File: src/sv/sgs_pkg.sv
// ----------------------------------------------------------------------------
// sgs_pkg
// Shared widths, reset values, register indexes and the command and status
// structures that join the segmenter controller and datapath.
// ----------------------------------------------------------------------------
package sgs_pkg;

  localparam int RANGE_W     = 16;
  localparam int MINCNT_W    = 10;
  localparam int COUNT_W     = 10;
  localparam int CENTER_W    = 11;
  localparam int SUM_W       = 26;
  localparam int CFG_IDX_W   = 3;
  localparam int CFG_DATA_W  = 16;
  localparam int DIV_STEP_W  = $clog2(SUM_W);

  localparam int MAX_BEAMS_DEF = 1024;

  localparam logic [RANGE_W-1:0]  JUMP_THRESHOLD_RST      = RANGE_W'(500);
  localparam logic [RANGE_W-1:0]  RANGE_SUBSTITUTE_RST    = RANGE_W'(30000);
  localparam logic [RANGE_W-1:0]  MIN_SEGMENT_RANGE_RST   = RANGE_W'(2000);
  localparam logic [MINCNT_W-1:0] MIN_SEGMENT_SAMPLES_RST = MINCNT_W'(10);

  typedef enum logic [CFG_IDX_W-1:0] {
    REG_JUMP_THRESHOLD      = 3'd0,
    REG_RANGE_SUBSTITUTE    = 3'd1,
    REG_MIN_SEGMENT_RANGE   = 3'd2,
    REG_MIN_SEGMENT_SAMPLES = 3'd3
  } cfg_reg_t;

  typedef struct packed {
    logic load;
    logic eval;
    logic div_start;
    logic div_step;
    logic out_load;
  } sgs_cmd_t;

  typedef struct packed {
    logic brk;
    logic qualifies;
    logic div_last;
    logic out_free;
  } sgs_sts_t;

endpackage

File: src/sv/sgs_if.sv
// ----------------------------------------------------------------------------
// sgs_if
// Valid/ready channels of the segmenter: beam samples in, segments out and
// register writes.
// ----------------------------------------------------------------------------
interface sgs_beam_if;
  import sgs_pkg::*;
  logic               valid;
  logic               ready;
  logic [RANGE_W-1:0] range_mm;
  logic               invalid;
  logic               last_in_scan;
  modport source(output valid, range_mm, invalid, last_in_scan, input ready);
  modport sink(input valid, range_mm, invalid, last_in_scan, output ready);
endinterface

interface sgs_seg_if;
  import sgs_pkg::*;
  logic                valid;
  logic                ready;
  logic [RANGE_W-1:0]  mean_range;
  logic [COUNT_W-1:0]  sample_count;
  logic [CENTER_W-1:0] center_twice;
  modport source(output valid, mean_range, sample_count, center_twice, input ready);
  modport sink(input valid, mean_range, sample_count, center_twice, output ready);
endinterface

interface sgs_cfg_if;
  import sgs_pkg::*;
  logic                  valid;
  logic                  ready;
  logic [CFG_IDX_W-1:0]  index;
  logic [CFG_DATA_W-1:0] data;
  modport source(output valid, index, data, input ready);
  modport sink(input valid, index, data, output ready);
endinterface

File: src/sv/scan_gap_segmenter_top.sv
// Flow: each sample is accepted in S_IDLE and evaluated in S_EVAL; a segment it closes
// is tested in S_TEST, and one that qualifies is divided in S_DIV and loaded in S_FIN.
// The next sample is taken only when this sequence is through; the mean range comes
// from the 26-step restoring divider.
// A finished result waits in the output register while the next sample is taken.
// Reset: synchronous rst clears the scan state and loads the register defaults.
// ----------------------------------------------------------------------------
// scan_gap_segmenter_top
// Breakpoint segmentation of one lidar scan: closes a segment at each range
// jump and reports mean range, sample count and twice the centre index of those that qualify.
// ----------------------------------------------------------------------------
module scan_gap_segmenter_top #(
  parameter int MAX_BEAMS = sgs_pkg::MAX_BEAMS_DEF
) (
  input logic        clk,
  input logic        rst,
  sgs_beam_if.sink   beam,
  sgs_seg_if.source  segment,
  sgs_cfg_if.sink    cfg
);
  import sgs_pkg::*;

  sgs_cmd_t cmd;
  sgs_sts_t sts;

  assign cfg.ready = 1'b1;

  sgs_ctrl u_ctrl (
    .clk      (clk),
    .rst      (rst),
    .in_valid (beam.valid),
    .in_ready (beam.ready),
    .cmd      (cmd),
    .sts      (sts)
  );

  sgs_datapath #(
    .MAX_BEAMS (MAX_BEAMS)
  ) u_datapath (
    .clk         (clk),
    .rst         (rst),
    .cmd         (cmd),
    .sts         (sts),
    .cfg_we      (cfg.valid),
    .cfg_index   (cfg.index),
    .cfg_data    (cfg.data),
    .in_range_mm (beam.range_mm),
    .in_invalid  (beam.invalid),
    .in_last     (beam.last_in_scan),
    .out_valid   (segment.valid),
    .out_ready   (segment.ready),
    .out_mean    (segment.mean_range),
    .out_count   (segment.sample_count),
    .out_center  (segment.center_twice)
  );

endmodule

File: src/sv/sgs_ctrl.sv
// ----------------------------------------------------------------------------
// sgs_ctrl
// Sequencer of the segmenter: takes one beam sample, evaluates it, tests a
// closed segment and runs the divider when the segment is to be emitted.
// ----------------------------------------------------------------------------
module sgs_ctrl (
  input  logic              clk,
  input  logic              rst,
  input  logic              in_valid,
  output logic              in_ready,
  output sgs_pkg::sgs_cmd_t cmd,
  input  sgs_pkg::sgs_sts_t sts
);
  import sgs_pkg::*;

  typedef enum logic [2:0] {
    S_IDLE,
    S_EVAL,
    S_TEST,
    S_DIV,
    S_FIN
  } state_t;

  state_t state;

  always_comb begin
    cmd           = '0;
    cmd.load      = in_valid && in_ready;
    cmd.eval      = (state == S_EVAL);
    cmd.div_start = (state == S_TEST) && sts.qualifies;
    cmd.div_step  = (state == S_DIV);
    cmd.out_load  = (state == S_FIN) && sts.out_free;
  end

  always_ff @(posedge clk) begin
    if (rst) begin
      state    <= S_IDLE;
      in_ready <= 1'b1;
    end else begin
      unique case (state)
        S_IDLE: begin
          if (in_valid && in_ready) begin
            state    <= S_EVAL;
            in_ready <= 1'b0;
          end
        end
        S_EVAL: begin
          if (sts.brk) begin
            state <= S_TEST;
          end else begin
            state    <= S_IDLE;
            in_ready <= 1'b1;
          end
        end
        S_TEST: begin
          if (sts.qualifies) begin
            state <= S_DIV;
          end else begin
            state    <= S_IDLE;
            in_ready <= 1'b1;
          end
        end
        S_DIV: begin
          if (sts.div_last) begin
            state <= S_FIN;
          end
        end
        S_FIN: begin
          if (sts.out_free) begin
            state    <= S_IDLE;
            in_ready <= 1'b1;
          end
        end
        default: begin
          state    <= S_IDLE;
          in_ready <= 1'b1;
        end
      endcase
    end
  end

endmodule

File: src/sv/sgs_datapath.sv
// ----------------------------------------------------------------------------
// sgs_datapath
// Registers, scan state, segment test and the one-bit-per-cycle restoring
// divider that forms the mean range of an emitted segment.
// ----------------------------------------------------------------------------
module sgs_datapath #(
  parameter int MAX_BEAMS = sgs_pkg::MAX_BEAMS_DEF
) (
  input  logic                            clk,
  input  logic                            rst,
  input  sgs_pkg::sgs_cmd_t               cmd,
  output sgs_pkg::sgs_sts_t               sts,
  input  logic                            cfg_we,
  input  logic [sgs_pkg::CFG_IDX_W-1:0]   cfg_index,
  input  logic [sgs_pkg::CFG_DATA_W-1:0]  cfg_data,
  input  logic [sgs_pkg::RANGE_W-1:0]     in_range_mm,
  input  logic                            in_invalid,
  input  logic                            in_last,
  output logic                            out_valid,
  input  logic                            out_ready,
  output logic [sgs_pkg::RANGE_W-1:0]     out_mean,
  output logic [sgs_pkg::COUNT_W-1:0]     out_count,
  output logic [sgs_pkg::CENTER_W-1:0]    out_center
);
  import sgs_pkg::*;

  localparam int IDX_W  = $clog2(MAX_BEAMS);
  localparam int CW     = (IDX_W + 1 > CENTER_W) ? IDX_W + 1 : CENTER_W;
  localparam int CMW    = (IDX_W > MINCNT_W) ? IDX_W : MINCNT_W;
  localparam int CXW    = (IDX_W > COUNT_W) ? IDX_W : COUNT_W;
  localparam int PROD_W = RANGE_W + IDX_W;
  localparam int PSW    = (PROD_W > SUM_W) ? PROD_W : SUM_W;

  // Configuration registers.
  logic [RANGE_W-1:0]  jump_threshold;
  logic [RANGE_W-1:0]  range_substitute;
  logic [RANGE_W-1:0]  min_segment_range;
  logic [MINCNT_W-1:0] min_segment_samples;

  // Accepted sample.
  logic [RANGE_W-1:0] item_range;
  logic               item_last;

  // Scan state.
  logic [RANGE_W-1:0] previous_range;
  logic [SUM_W-1:0]   range_sum;
  logic [IDX_W-1:0]   segment_start;
  logic [IDX_W-1:0]   beam_index;
  logic               have_previous;

  // Snapshot of a closed segment.
  logic [IDX_W-1:0]    seg_count;
  logic [SUM_W-1:0]    seg_sum;
  logic [CENTER_W-1:0] seg_center;

  // Divider.
  logic [IDX_W-1:0]      rem;
  logic [SUM_W-1:0]      quo;
  logic [DIV_STEP_W-1:0] div_step;

  logic [RANGE_W-1:0] diff;
  logic [IDX_W-1:0]   end_index;
  logic [IDX_W-1:0]   count;
  logic [CW-1:0]      center_full;
  logic [IDX_W:0]     index_next;
  logic               scan_done;
  logic [PROD_W-1:0]  product;
  logic [IDX_W:0]     rem_shift;
  logic               rem_ge;
  logic [IDX_W:0]     rem_sub;
  logic [CXW-1:0]     count_ext;

  always_ff @(posedge clk) begin
    if (rst) begin
      jump_threshold      <= JUMP_THRESHOLD_RST;
      range_substitute    <= RANGE_SUBSTITUTE_RST;
      min_segment_range   <= MIN_SEGMENT_RANGE_RST;
      min_segment_samples <= MIN_SEGMENT_SAMPLES_RST;
    end else if (cfg_we) begin
      case (cfg_index)
        REG_JUMP_THRESHOLD:      jump_threshold      <= cfg_data;
        REG_RANGE_SUBSTITUTE:    range_substitute    <= cfg_data;
        REG_MIN_SEGMENT_RANGE:   min_segment_range   <= cfg_data;
        REG_MIN_SEGMENT_SAMPLES: min_segment_samples <= cfg_data[MINCNT_W-1:0];
        default: ;
      endcase
    end
  end

  always_comb begin
    diff = (item_range >= previous_range) ? item_range - previous_range
                                          : previous_range - item_range;
    end_index   = beam_index - IDX_W'(1);
    count       = (end_index >= segment_start) ? end_index - segment_start : '0;
    center_full = CW'(end_index) + CW'(segment_start);
    index_next  = {1'b0, beam_index} + (IDX_W + 1)'(1);
    scan_done   = item_last || (index_next >= (IDX_W + 1)'(MAX_BEAMS));
    product     = PROD_W'(min_segment_range) * PROD_W'(seg_count);
    rem_shift   = {rem, quo[SUM_W-1]};
    rem_ge      = rem_shift >= {1'b0, seg_count};
    rem_sub     = rem_shift - {1'b0, seg_count};
    count_ext   = CXW'(seg_count);
  end

  always_comb begin
    sts.brk       = have_previous && (diff >= jump_threshold);
    // The mean test is exact: sum against the minimum range times the count.
    sts.qualifies = (CMW'(seg_count) > CMW'(min_segment_samples)) &&
                    (seg_count != '0) && (PSW'(seg_sum) > PSW'(product));
    sts.div_last  = (div_step == DIV_STEP_W'(SUM_W - 1));
    sts.out_free  = !out_valid || out_ready;
  end

  always_ff @(posedge clk) begin
    if (cmd.load) begin
      item_range <= in_invalid ? range_substitute : in_range_mm;
      item_last  <= in_last;
    end
    if (cmd.eval && sts.brk) begin
      seg_count  <= count;
      seg_sum    <= range_sum;
      seg_center <= center_full[CENTER_W-1:0];
    end
    if (cmd.div_start) begin
      rem      <= '0;
      quo      <= seg_sum;
      div_step <= '0;
    end else if (cmd.div_step) begin
      rem      <= rem_ge ? rem_sub[IDX_W-1:0] : rem_shift[IDX_W-1:0];
      quo      <= {quo[SUM_W-2:0], rem_ge};
      div_step <= div_step + DIV_STEP_W'(1);
    end
    if (cmd.out_load) begin
      out_mean   <= quo[RANGE_W-1:0];
      out_count  <= count_ext[COUNT_W-1:0];
      out_center <= seg_center;
    end
  end

  always_ff @(posedge clk) begin
    if (rst) begin
      previous_range <= '0;
      range_sum      <= '0;
      segment_start  <= '0;
      beam_index     <= '0;
      have_previous  <= 1'b0;
      out_valid      <= 1'b0;
    end else begin
      if (cmd.eval) begin
        // A finished scan drops any open segment and starts over.
        if (scan_done) begin
          previous_range <= '0;
          range_sum      <= '0;
          segment_start  <= '0;
          beam_index     <= '0;
          have_previous  <= 1'b0;
        end else begin
          previous_range <= item_range;
          have_previous  <= 1'b1;
          beam_index     <= index_next[IDX_W-1:0];
          if (sts.brk) begin
            range_sum     <= '0;
            segment_start <= beam_index;
          end else if (have_previous) begin
            range_sum <= range_sum + SUM_W'(item_range);
          end
        end
      end
      if (cmd.out_load) begin
        out_valid <= 1'b1;
      end else if (out_ready) begin
        out_valid <= 1'b0;
      end
    end
  end

endmodule

File: src/flat_wrapper.sv
// flat-port wrapper written by rule: the top's interface ports become plain ports
module scan_gap_segmenter_top_flat import sgs_pkg::*;
#(
  parameter int MAX_BEAMS = sgs_pkg::MAX_BEAMS_DEF
)
  (clk, rst, beam_valid, beam_range_mm, beam_invalid, beam_last_in_scan, beam_ready, segment_valid, segment_mean_range, segment_sample_count, segment_center_twice, segment_ready, cfg_valid, cfg_index, cfg_data, cfg_ready);
  sgs_beam_if beam_i ();
  sgs_seg_if segment_i ();
  sgs_cfg_if cfg_i ();
  input logic clk;
  input logic rst;
  input wire logic [$bits(beam_i.valid)-1:0] beam_valid;
  input wire logic [$bits(beam_i.range_mm)-1:0] beam_range_mm;
  input wire logic [$bits(beam_i.invalid)-1:0] beam_invalid;
  input wire logic [$bits(beam_i.last_in_scan)-1:0] beam_last_in_scan;
  output wire logic [$bits(beam_i.ready)-1:0] beam_ready;
  output wire logic [$bits(segment_i.valid)-1:0] segment_valid;
  output wire logic [$bits(segment_i.mean_range)-1:0] segment_mean_range;
  output wire logic [$bits(segment_i.sample_count)-1:0] segment_sample_count;
  output wire logic [$bits(segment_i.center_twice)-1:0] segment_center_twice;
  input wire logic [$bits(segment_i.ready)-1:0] segment_ready;
  input wire logic [$bits(cfg_i.valid)-1:0] cfg_valid;
  input wire logic [$bits(cfg_i.index)-1:0] cfg_index;
  input wire logic [$bits(cfg_i.data)-1:0] cfg_data;
  output wire logic [$bits(cfg_i.ready)-1:0] cfg_ready;
  assign beam_i.valid = beam_valid;
  assign beam_i.range_mm = beam_range_mm;
  assign beam_i.invalid = beam_invalid;
  assign beam_i.last_in_scan = beam_last_in_scan;
  assign beam_ready = beam_i.ready;
  assign segment_valid = segment_i.valid;
  assign segment_mean_range = segment_i.mean_range;
  assign segment_sample_count = segment_i.sample_count;
  assign segment_center_twice = segment_i.center_twice;
  assign segment_i.ready = segment_ready;
  assign cfg_i.valid = cfg_valid;
  assign cfg_i.index = cfg_index;
  assign cfg_i.data = cfg_data;
  assign cfg_ready = cfg_i.ready;
  scan_gap_segmenter_top #(.MAX_BEAMS(MAX_BEAMS)) u_core (.clk(clk), .rst(rst), .beam(beam_i), .segment(segment_i), .cfg(cfg_i));
endmodule
File: config.mk
export PLATFORM = sky130hd
export DESIGN_NAME = scan_gap_segmenter_top_flat
export DESIGN_NICKNAME = d
export VERILOG_FILES = /design/src/sv/sgs_pkg.sv /design/src/sv/sgs_if.sv /design/src/sv/scan_gap_segmenter_top.sv /design/src/sv/sgs_ctrl.sv /design/src/sv/sgs_datapath.sv /design/src/flat_wrapper.sv
export SDC_FILE = /design/constraint.sdc
export NUM_CORES = 1
export LEC_CHECK = 0
export BUFFER_PORTS_ARGS = -buffer_cell sky130_fd_sc_hd__buf_2
export CAP_MARGIN = 20
export CORE_ASPECT_RATIO = 1.25
export CORE_UTILIZATION = 45
export DETAILED_ROUTE_END_ITERATION = 8
export HOLD_SLACK_MARGIN = 0.08
export PLACE_DENSITY = 0.58
export SYNTH_ARGS = -nofsm -noshare
export SYNTH_HDL_FRONTEND = slang
export SYNTH_SLANG_ARGS = --single-unit
File: constraint.sdc
create_clock -name clk -period 20.6 [get_ports clk]
set_input_delay 1.03 -clock clk [delete_from_list [all_inputs] [get_ports clk]]
set_output_delay 1.03 -clock clk [all_outputs]
set_load 0.01 [all_outputs]
; ---- Yosys cells after proc, flatten, opt, wreduce, memory -nomap -nowiden
; Index checks and enable logic that the tools add are counted.
[word_totals]
ff_bits = 268
in_bits = 42
elab_cells = 105
[classes]
addsub = 9
mul = 1
magnitude_cmp = 7
n_eq_ne = 13
mux = 26
n_bitwise = 1
reduce_logical = 25
[op_table]
columns = op, count
row1 = 26-bit 2-to-1 mux, 5
row2 = 16-bit 2-to-1 mux, 3
row3 = 10-bit 2-to-1 mux, 4
row4 = 16-bit greater-or-equal comparator, 2
row5 = 16-bit subtractor, 2
row6 = 26-bit by 16-bit adder with 26-bit output, 1
row7 = 26-bit greater-than comparator, 1
row8 = 16-bit by 10-bit multiplier with 26-bit output, 1
row9 = 10-bit subtractor, 2
row10 = 3-bit one-hot mux with 5 select lines, 1
row11 = "3-bit by 2-bit == test with 1-bit output, second input constant", 4
row12 = 2-bit AND reduction, 6
row13 = "10-bit by 1-bit adder with 11-bit output, second input constant", 1
row14 = 10-bit by 10-bit adder with 11-bit output, 1
row15 = 11-bit by 10-bit greater-or-equal comparator with 1-bit output, 1
row16 = "11-bit greater-or-equal comparator, second input constant", 1
row17 = 10-bit greater-or-equal comparator, 1
row18 = 10-bit greater-than comparator, 1
row19 = 10-bit nonzero test, 1
row20 = "10-bit by 1-bit subtractor with 10-bit output, second input constant", 1
row21 = 3-bit 2-to-1 mux, 3
row22 = "2-bit inequality test, second input constant", 4
row23 = 1-bit logical AND, 7
row24 = 1-bit 2-to-1 mux, 7
row25 = other kinds (15), 21

; ---- Logic depth before layout (Yosys ltp)
; Gate-level depths: netlist of run 1.
[logic_depth]
word_depth = 6
ltp_mapped = 32
depth_no_buf = 29

; ---- Modules after synthesis
; Synthesis of run 1 repeated with hierarchy kept, for this count alone.
[hier_totals]
cells_unflattened = 2033
hier_area_um2 = 19507.5
[modules_own_cells]
columns = module, instances, cells_each, area_per_inst_um2
row1 = sgs_datapath, 1, 1999, 19193.4
row2 = sgs_ctrl, 1, 32, 302.8
row3 = scan_gap_segmenter_top, 1, 2, 11.3

; ---- Worst setup path after synthesis of run 1
; No wires, ideal clock.
[synth_path]
kind = register to register
startpoint = register u_core.u_datapath.seg_count[3] (netlist: u_core.u_datapath.count_ext[3])
endpoint = register u_core.u_datapath.quo[10] (data pin)
setup_time_ps = 262
t_arrival_ps = 7245
required_time_ps = 20338
setup_slack_ps = 13093
path_stages_with_launch = 29
path_buffers = 3
period_less_slack_ps = 7507
cell_sequence = edfxtp_1 -> clkbuf_1 -> clkbuf_1 -> nand2_1 -> fa_1 -> inv_1 -> fa_1 -> fa_1 -> fa_1 -> inv_1 -> fa_1 -> inv_1 -> ha_1 -> a211oi_1 -> o21ai_1 -> and2_1 -> o41ai_1 -> nor2b_1 -> a41o_1 -> or2_2 -> xnor2_1 -> ha_1 -> a21o_1 -> a21o_1 -> a221oi_1 -> o21ai_0 -> o211ai_2 -> buf_2 -> mux2_1
[synth_between]
elab_chain_len = 5
elab_cells_between_ends = 8
cone_classes = 1 x mul / 2 x order compare / 1 x mux / 4 x reduce/logical
[synth_rtl]
columns = item, line_no
row1 = start: declaration, sgs_datapath.sv:52  ; logic [IDX_W-1:0] seg_count;
row2 = start signal: assignment, sgs_datapath.sv:120  ; seg_count <= count;
row3 = "16-bit by 10-bit multiplier with 26-bit output, or another cell as far along", sgs_datapath.sv:98  ; product = PROD_W'(min_segment_range) * PROD_W'(seg_count);
row4 = 26-bit greater-than comparator or 1-bit logical AND (tied branches), "sgs_datapath.sv:109, sgs_datapath.sv:108"
row5 = 1-bit logical AND *, sgs_datapath.sv:109  ; (seg_count != '0) && (PSW'(seg_sum) > PSW'(product));
row6 = 1-bit logical AND *, sgs_ctrl.sv:30  ; cmd.div_start = (state == S_TEST) && sts.qualifies;
row7 = 26-bit 2-to-1 mux *, sgs_datapath.sv:124  ; if (cmd.div_start) begin
row8 = end signal: assignment, sgs_datapath.sv:126  ; quo <= seg_sum;
row9 = end signal: assignment, sgs_datapath.sv:130  ; quo <= {quo[SUM_W-2:0], rem_ge};
row10 = end: declaration, sgs_datapath.sv:58  ; logic [SUM_W-1:0] quo;
; Every way passes the cells marked *; elsewhere a longest branch is shown, timed or not.
; A chain may end at the register's enable or synchronous reset.

; ---- Final worst setup path of run 1
[layout_path]
startpoint = register u_core.u_datapath.seg_count[1] (netlist: u_core.u_datapath.count_ext[1])
endpoint = register u_core.u_datapath.rem[0]
[layout_between]
elab_chain_len = 4
elab_cells_between_ends = 9
cone_classes = 1 x mul / 3 x order compare / 1 x mux / 4 x reduce/logical
[layout_rtl]
columns = item, line_no
row1 = "16-bit by 10-bit multiplier with 26-bit output, or another cell as far along", sgs_datapath.sv:98
row2 = 26-bit greater-than comparator or 1-bit logical AND (tied branches), "sgs_datapath.sv:109, sgs_datapath.sv:108"
row3 = 1-bit logical AND, sgs_datapath.sv:109
row4 = 1-bit logical AND, sgs_ctrl.sv:30
row5 = end signal: assignment, sgs_datapath.sv:129  ; rem <= rem_ge ? rem_sub[IDX_W-1:0] : rem_shift[IDX_W-1:0];
row6 = end: declaration, sgs_datapath.sv:57  ; logic [IDX_W-1:0] rem;
; Several ways; a longest one is shown, not always the timed one.

==> impl_metrics.ini, run 1 <==
[setup_path]
cpPeakStageDelay_ns = 0.98
cp_max_fo = 32
crit_type = flip-flop to flip-flop
crit_required_ns = 21.09
crit_buf_inv = 5
critPathTopFamily = adder cells
cp.arrival_ns = 9.08
critPathCaptureType = flip-flop
crit_path_start_kind = flip-flop
slowest_stage = edfxtp_1
crit_top_cell = fa_1

[synthesis]
yosysWarningCount = 0
synth_top_flop_cell = dfxtp_1
synthCells = 2097
ys_top_cells_by_area = edfxtp_1 19%, dfxtp_1 14%, ha_1 12%
yosysMostFrequentCell = nand2_1
synth_area_sq_um = 19810
synth_cell_types = 91
syn_nets = 2450
synth_edf_count = 127
synth_common_cells = 274 x nand2_1, 246 x inv_1, 195 x ha_1
async_reset_ff_share_pct = 0
yosys.area.top_type = edfxtp_1
synthDominantCellAreaShare_pct = 19.25
postSynthAreaPerCell_sq_um = 9.447
yosysSeqAreaShare_pct = 33.50
synth-seq-cells = 268

[pwr]
power_frac_comb_pct = 39.6
leakage_nw = 9.343
intPower_mw = 1.219
power_density_nw_per_um2 = 88.94
power.share.clock_pct = 28.5
power.net_switching_uw = 711.1
ir_worst_vdd_uv = 110.0
pwr-share-seq_pct = 31.9
sw_frac_of_total_pct = 36.84

[min_path]
hold_class = flip-flop to flip-flop

[layout]
finalInstanceArea_sq_um = 21700
nets = 2477
syn_to_final_growth_pct = 9.543
drive_above_1_share_pct = 8.943

[route]
wl_per_cell_um = 18.79
viasPerCell = 5.453
routed_wirelength_mm = 50.97
first_pass_iters = 5
via_count = 14790
drc_errors = 0
drtIter0Drc = 712
drt.antenna.violating_nets = 0

[clocking]
cts_hold_buf = 0
cts_tree = yes
h-tree-depth = 1
cts_root_buffer = clkbuf_16
clk_latency_ns = 0.58
clkSlewWorstSetupHoldPaths_ns = 0.07
cts.sinks = 268
post-cts-setup-buffers = 0
cts-resized-gates = 0
cts_buffer_depth = 3
cts_made_buffers = 29

[sta]
tightest_slew_ns = 1.059
fmax_mhz = 116.4
hold_violations = 0
slew_headroom_pct = 29.40
post-route-min-period_ns = 8.589
slew_violations = 0
hold_slack_ns = 0.4142
post-route-period-util_pct = 41.69
setup-violations-final = 0
fin_tns_setup_ns = 0
finClkSkew_ns = 0.02726
grt_setup_unrepaired = no

[grt]
grt_pass1_wl_mm = 81.43
grt_overflow_total = 0
grt_pass1_vias = 15150
antenna_found_initial = 2
grt_max_degree = 96
grt.total_usage_pct = 23.32

[place]
dpl.hpwl_mm = 39.16
placed_area_sq_um = 20610
portBuffers = 80
gp_congestion = 0.8587

[job]
cap_violations = 0

[floorplan]
num_rows = 85
num_io_pins = 82
die_y_um = 236.6
fp.dieW_um = 189.7
dieArea_sq_um = 44870
start_util_pct = 45.77
core_sq_um = 43290

[outcome]
status = finished, final reports clean
-- path summary, 6_finish.rpt --
kind,depth (start not counted),slack [ns],startpoint,end
worst max-delay path,28,12.01,u_core.u_datapath.count_ext[1],u_core.u_datapath.rem[0]
worst min-delay path,0,0.41,u_core.u_datapath.seg_center[2],u_core.u_datapath.out_center[2]
worst max register to register,28,12.01,u_core.u_datapath.count_ext[1],u_core.u_datapath.rem[0]
worst min register to register,0,0.41,u_core.u_datapath.seg_center[2],u_core.u_datapath.out_center[2]
-- metrics by stage --
stage	std cells	worst slack, ns	power [mW]	utilization, %
finish	2713	12.01	1.930	50.13
global route	2712	11.39	2.073	50.13
CTS	2708	11.53	1.945	49.96
detailed placement	2654	11.56	1.385	47.62
global placement	2654	11.76	1.370	47.62
floorplan	2097	13.09	1.184	-
-- power by group through the flow --
stage	Clock (mW)	Combinational, mW	Sequential [mW]
3_3_place_gp	0	0.743	0.626
4_1_cts	0.566	0.764	0.615
2_1_floorplan	0	0.573	0.611
3_5_place_dp	0	0.758	0.627
6_report	0.551	0.764	0.615
5_1_grt	0.588	0.867	0.618
-- sequential cells by signal, summed over array words and instances, names as in the netlist, 3 cells and up --
register	count
u_core.u_datapath.quo	26
u_core.u_datapath.range_sum	26
u_core.u_datapath.seg_sum	26
u_core.u_datapath.item_range	16
u_core.u_datapath.jump_threshold	16
u_core.u_datapath.min_segment_range	16
u_core.u_datapath.out_mean	16
u_core.u_datapath.previous_range	16
u_core.u_datapath.range_substitute	16
u_core.u_datapath.out_center	11
u_core.u_datapath.seg_center	11
u_core.u_datapath.beam_index	10
u_core.u_datapath.count_ext	10
u_core.u_datapath.min_segment_samples	10
u_core.u_datapath.out_count	10
u_core.u_datapath.rem	10
u_core.u_datapath.segment_start	10
u_core.u_datapath.div_step	5
u_core.u_ctrl.state	3
-- cells in the final DEF (no fill, tap or decap), drive strengths merged, types with 14 or more instances in the layout --
| master | n |
|---|---|
| xor2 | 40 |
| nand4 | 18 |
| nor2 | 93 |
| inv | 252 |
| ha | 195 |
| fa | 116 |
| nor3 | 22 |
| o21ai | 61 |
| a211oi | 15 |
| xnor2 | 52 |
| nand3 | 36 |
| clkbuf | 32 |
| nor2b | 14 |
| a21o | 44 |
| buf | 90 |
| a21oi | 139 |
| a22oi | 14 |
| dfxtp | 141 |
| mux2 | 46 |
| mux2i | 14 |
| edfxtp | 127 |
| and2 | 90 |
| nand2b | 16 |
| nand2 | 275 |
| nand3b | 20 |
-- area by class of cell --
type | instances | area [sq um]
diodes | 1 | 2.502
clock buffers | 32 | 757.0
clock inverters | 22 | 255.2
fillers | 4015 | 21580
inverters | 247 | 927.1
multi-input cells | 1488 | 11900
flip-flops and latches | 268 | 6636
well taps | 565 | 706.9
repair buffers | 90 | 520.5
-- worst register-to-register path, delay by kind of cell (launching register included) --
kind	cells	cell delay, ns
fa+ha+maj	7	3.23
compound gates	10	2.25
simple gates	5	1.13
flops	1	0.98
buf+inv	5	0.73
xor+xnor	1	0.13
-- kinds of logic after synthesis --
kind of cell | Yosys count | share of synthesized area [%]
AND/OR/NAND/NOR | 638 | 15.51
AO/OA/AOI/OAI | 386 | 12.96
buffers and inverters | 341 | 6.569
adder cells (fa/ha/maj) | 311 | 24.04
flip-flops | 268 | 33.50
XOR/XNOR | 92 | 4.067
multiplexers | 60 | 3.341
other | 1 | 0.01893
-- per-layer routing --
metal | vias up | GRT usage, % | part of all wire, %
met4 | 2 | 11.83 | 5.2
met1 | 7293 | 27.04 | 41
met2 | 246 | 41.92 | 51
met5 | - | 0 | 0.026
li1 | 7159 | - | -
met3 | 93 | 2.816 | 3.0
Note: power is estimated with default switching activity, not from simulation.
==> run 2, diff against run 1 <==
ABC_AREA = 1   (was not set)
clock period = 7.93 ns   (was 20.6 ns; I/O delays follow)
==> run 2 against run 1 <==
  * Global-route usage is 2.9 points higher
  * Die area is 6.2% higher
  * Worst setup slack worse by 11 ns
  * Clock-buffer cell count is 2 lower
  * Power grew to 3.8 times the previous value
  * Clock power is 150% higher
  * Sequential power grew to 2.9 times the previous value
  * Non-clock buffer count is 16 higher
  * Via count is 20% higher
  * Clock skew is 0.012 ns higher
  * First-iteration DRC count is 31% higher
  * Largest power group unchanged
==> impl_metrics.ini, run 2 <==
[outcome]
status = finished, final reports clean

[synthesis]
synthDominantCellAreaShare_pct = 18.12
yosysWarningCount = 0
yosysMostFrequentCell = nand2_1
synth_edf_count = 127
synth_cell_types = 50
postSynthAreaPerCell_sq_um = 7.742
synth-seq-cells = 268
async_reset_ff_share_pct = 0
synth_area_sq_um = 21050
synthCells = 2719
yosys.area.top_type = edfxtp_1
synth_top_flop_cell = dfxtp_1
ys_top_cells_by_area = edfxtp_1 18%, dfxtp_1 13%, nand2_1 13%
synth_common_cells = 703 x nand2_1, 479 x inv_1, 195 x ha_1
syn_nets = 3072
yosysSeqAreaShare_pct = 31.53

[clocking]
post-cts-setup-buffers = 0
cts_root_buffer = clkbuf_16
cts_buffer_depth = 3
cts_made_buffers = 28
cts_tree = yes
h-tree-depth = 1
cts.sinks = 268
clk_latency_ns = 0.60
clkSlewWorstSetupHoldPaths_ns = 0.07

[sta]
setup-violations-final = 0
fmax_mhz = 135.3
fin_tns_setup_ns = 0
setup_ws_ns = 0.5379
slew_headroom_pct = 27.74
hold_violations = 0
slew_violations = 0
grt_setup_unrepaired = no
finClkSkew_ns = 0.03880
tightest_slew_ns = 1.080
post-route-period-util_pct = 93.22
post-route-min-period_ns = 7.392

[setup_path]
cp.arrival_ns = 7.86
rr_worst_depth = 32
crit_path_start_kind = flip-flop
critPathCaptureType = flip-flop
crit_required_ns = 8.40
slowest_stage = edfxtp_1
crit_top_cell = nand2_1
crit_type = flip-flop to flip-flop
cp_max_fo = 23
cpPeakStageDelay_ns = 0.79

[grt]
grt_pass1_wl_mm = 97.23
antenna_found_initial = 0
grt.total_usage_pct = 26.21
grt_overflow_total = 0
grt_pass1_vias = 17680
grt_max_degree = 74

[route]
viasPerCell = 5.252
via_count = 17690
routed_wirelength_mm = 61.36
drc_errors = 0
drt.antenna.violating_nets = 0
drtIter0Drc = 934
first_pass_iters = 5
wl_per_cell_um = 18.21

[pwr]
leakage_nw = 11.41
intPower_mw = 3.859
power_density_nw_per_um2 = 317.8
sw_frac_of_total_pct = 47.02
power_frac_comb_pct = 56.5
pwr-share-seq_pct = 24.7
power.share.clock_pct = 18.8
power.net_switching_mw = 3.424
ir_worst_vdd_uv = 200.9

[layout]
final_cell_mix = 703 x nand2_1, 477 x inv_1, 195 x ha_1
drive_above_1_share_pct = 7.148
diodes = 0
fill_cells = 4549
reg_top3 = u_core.u_datapath.quo: 26 flops, u_core.u_datapath.range_sum: 26 flops, u_core.u_datapath.seg_sum: 26 flops
nets = 3115
syn_to_final_growth_pct = 8.880
final_common_cell = nand2_1

[place]
portBuffers = 80
dp_slack_ns = 0.6334
gp_congestion = 0.9484
dpl.hpwl_mm = 49.36

[floorplan]
start_util_pct = 45.63
core_sq_um = 46130
die_y_um = 243.8
fp.dieW_um = 195.5
dieArea_sq_um = 47650
num_io_pins = 82
num_rows = 88

[min_path]
hold_class = primary input to flip-flop
hold_depth = 3

[job]
cap_violations = 0
-- run 2: cell types whose count changed in the layout (fill, tap and decap cells not counted), sizes merged, moves of 26 or more --
cell   delta
xnor2    -33
mux2     -30
o21ai    +58
nor2    +100
a21o     -32
nand2   +434
xor2     +26
nand3   +102
and2     -89
inv     +238
-- run 2: path summary, 6_finish.rpt --
check / startpoint / endpoint / slack (ns)
setup reg to reg: u_core.u_datapath.count_ext[3] / u_core.u_datapath.rem[2] / 0.54
hold / removal: cfg_data[14] / u_core.u_datapath.range_substitute[14] / 0.11
setup / recovery: u_core.u_datapath.count_ext[3] / u_core.u_datapath.rem[2] / 0.54
hold reg to reg: u_core.u_datapath.seg_center[5] / u_core.u_datapath.out_center[5] / 0.41
-- run 2: repair_timing --
item	in CTS	in global routing
resized for setup	0	0
endpoints found under the hold margin	1	0
hold buffers	1	0
-- run 2: through the flow --
stage	util, %	area (sq um)	hold WS, ns	cells	total power [mW]
3_3_place_gp	47.54	21930	0.4023	3315	5.894
6_report	49.68	22920	0.1105	3369	7.283
2_1_floorplan	-	21050	0.4003	2719	4.722
5_1_grt	49.68	22920	0.09781	3369	7.964
4_1_cts	49.65	22910	0.08161	3368	7.339
3_5_place_dp	47.54	21930	0.4086	3315	5.939
-- run 2: cell type report --
class / instances / area (sq um) / share of cell area (%)
clock buffer: 30 / 729.5 / 3.183
clock inverter: 22 / 234.0 / 1.021
inverter: 489 / 1836 / 8.009
multi-input combinational: 1869 / 12150 / 53.00
sequential: 268 / 6636 / 28.96
tap: 585 / 732.0 / 3.194
timing repair buffer: 106 / 604.3 / 2.637
-- run 2: critical path, delay by kind of cell (launching register included) --
family                   cells  cell delay (ns)
adder cells (fa/ha/maj)      7             3.27
XOR/XNOR                     1             0.19
buffers and inverters        7             0.80
flip-flops                   1             0.79
AO/OA/AOI/OAI                6             1.09
AND/OR/NAND/NOR             11             1.14
-- run 2: cell families after synthesis --
family / count (synthesis) / synth area share [%]
xor+xnor: 85 / 3.537
flops: 268 / 31.53
fa+ha+maj: 311 / 22.62
mux: 16 / 0.8559
other cells: 1 / 0.01781
compound gates: 344 / 8.934
simple gates: 1112 / 21.71
buf+inv: 582 / 10.79
-- run 2: metal layers --
metal | GRT usage [%] | vias to the layer above | part of all wire, %
li1 | - | 8683 | -
met5 | 0 | - | 0
met4 | 9.055 | 0 | 3.4
met1 | 31.17 | 8542 | 42
met2 | 48.92 | 356 | 52
met3 | 2.284 | 112 | 3.3
-- run 2: power groups by stage --
stage          sequential (mW)  clock [mW]  combinational (mW)
2_1_floorplan             1.76           0                2.96
3_3_place_gp              1.82           0                4.07
3_5_place_dp              1.82           0                4.11
4_1_cts                   1.80        1.40                4.14
5_1_grt                   1.81        1.46                4.69
6_report                  1.80        1.37                4.12
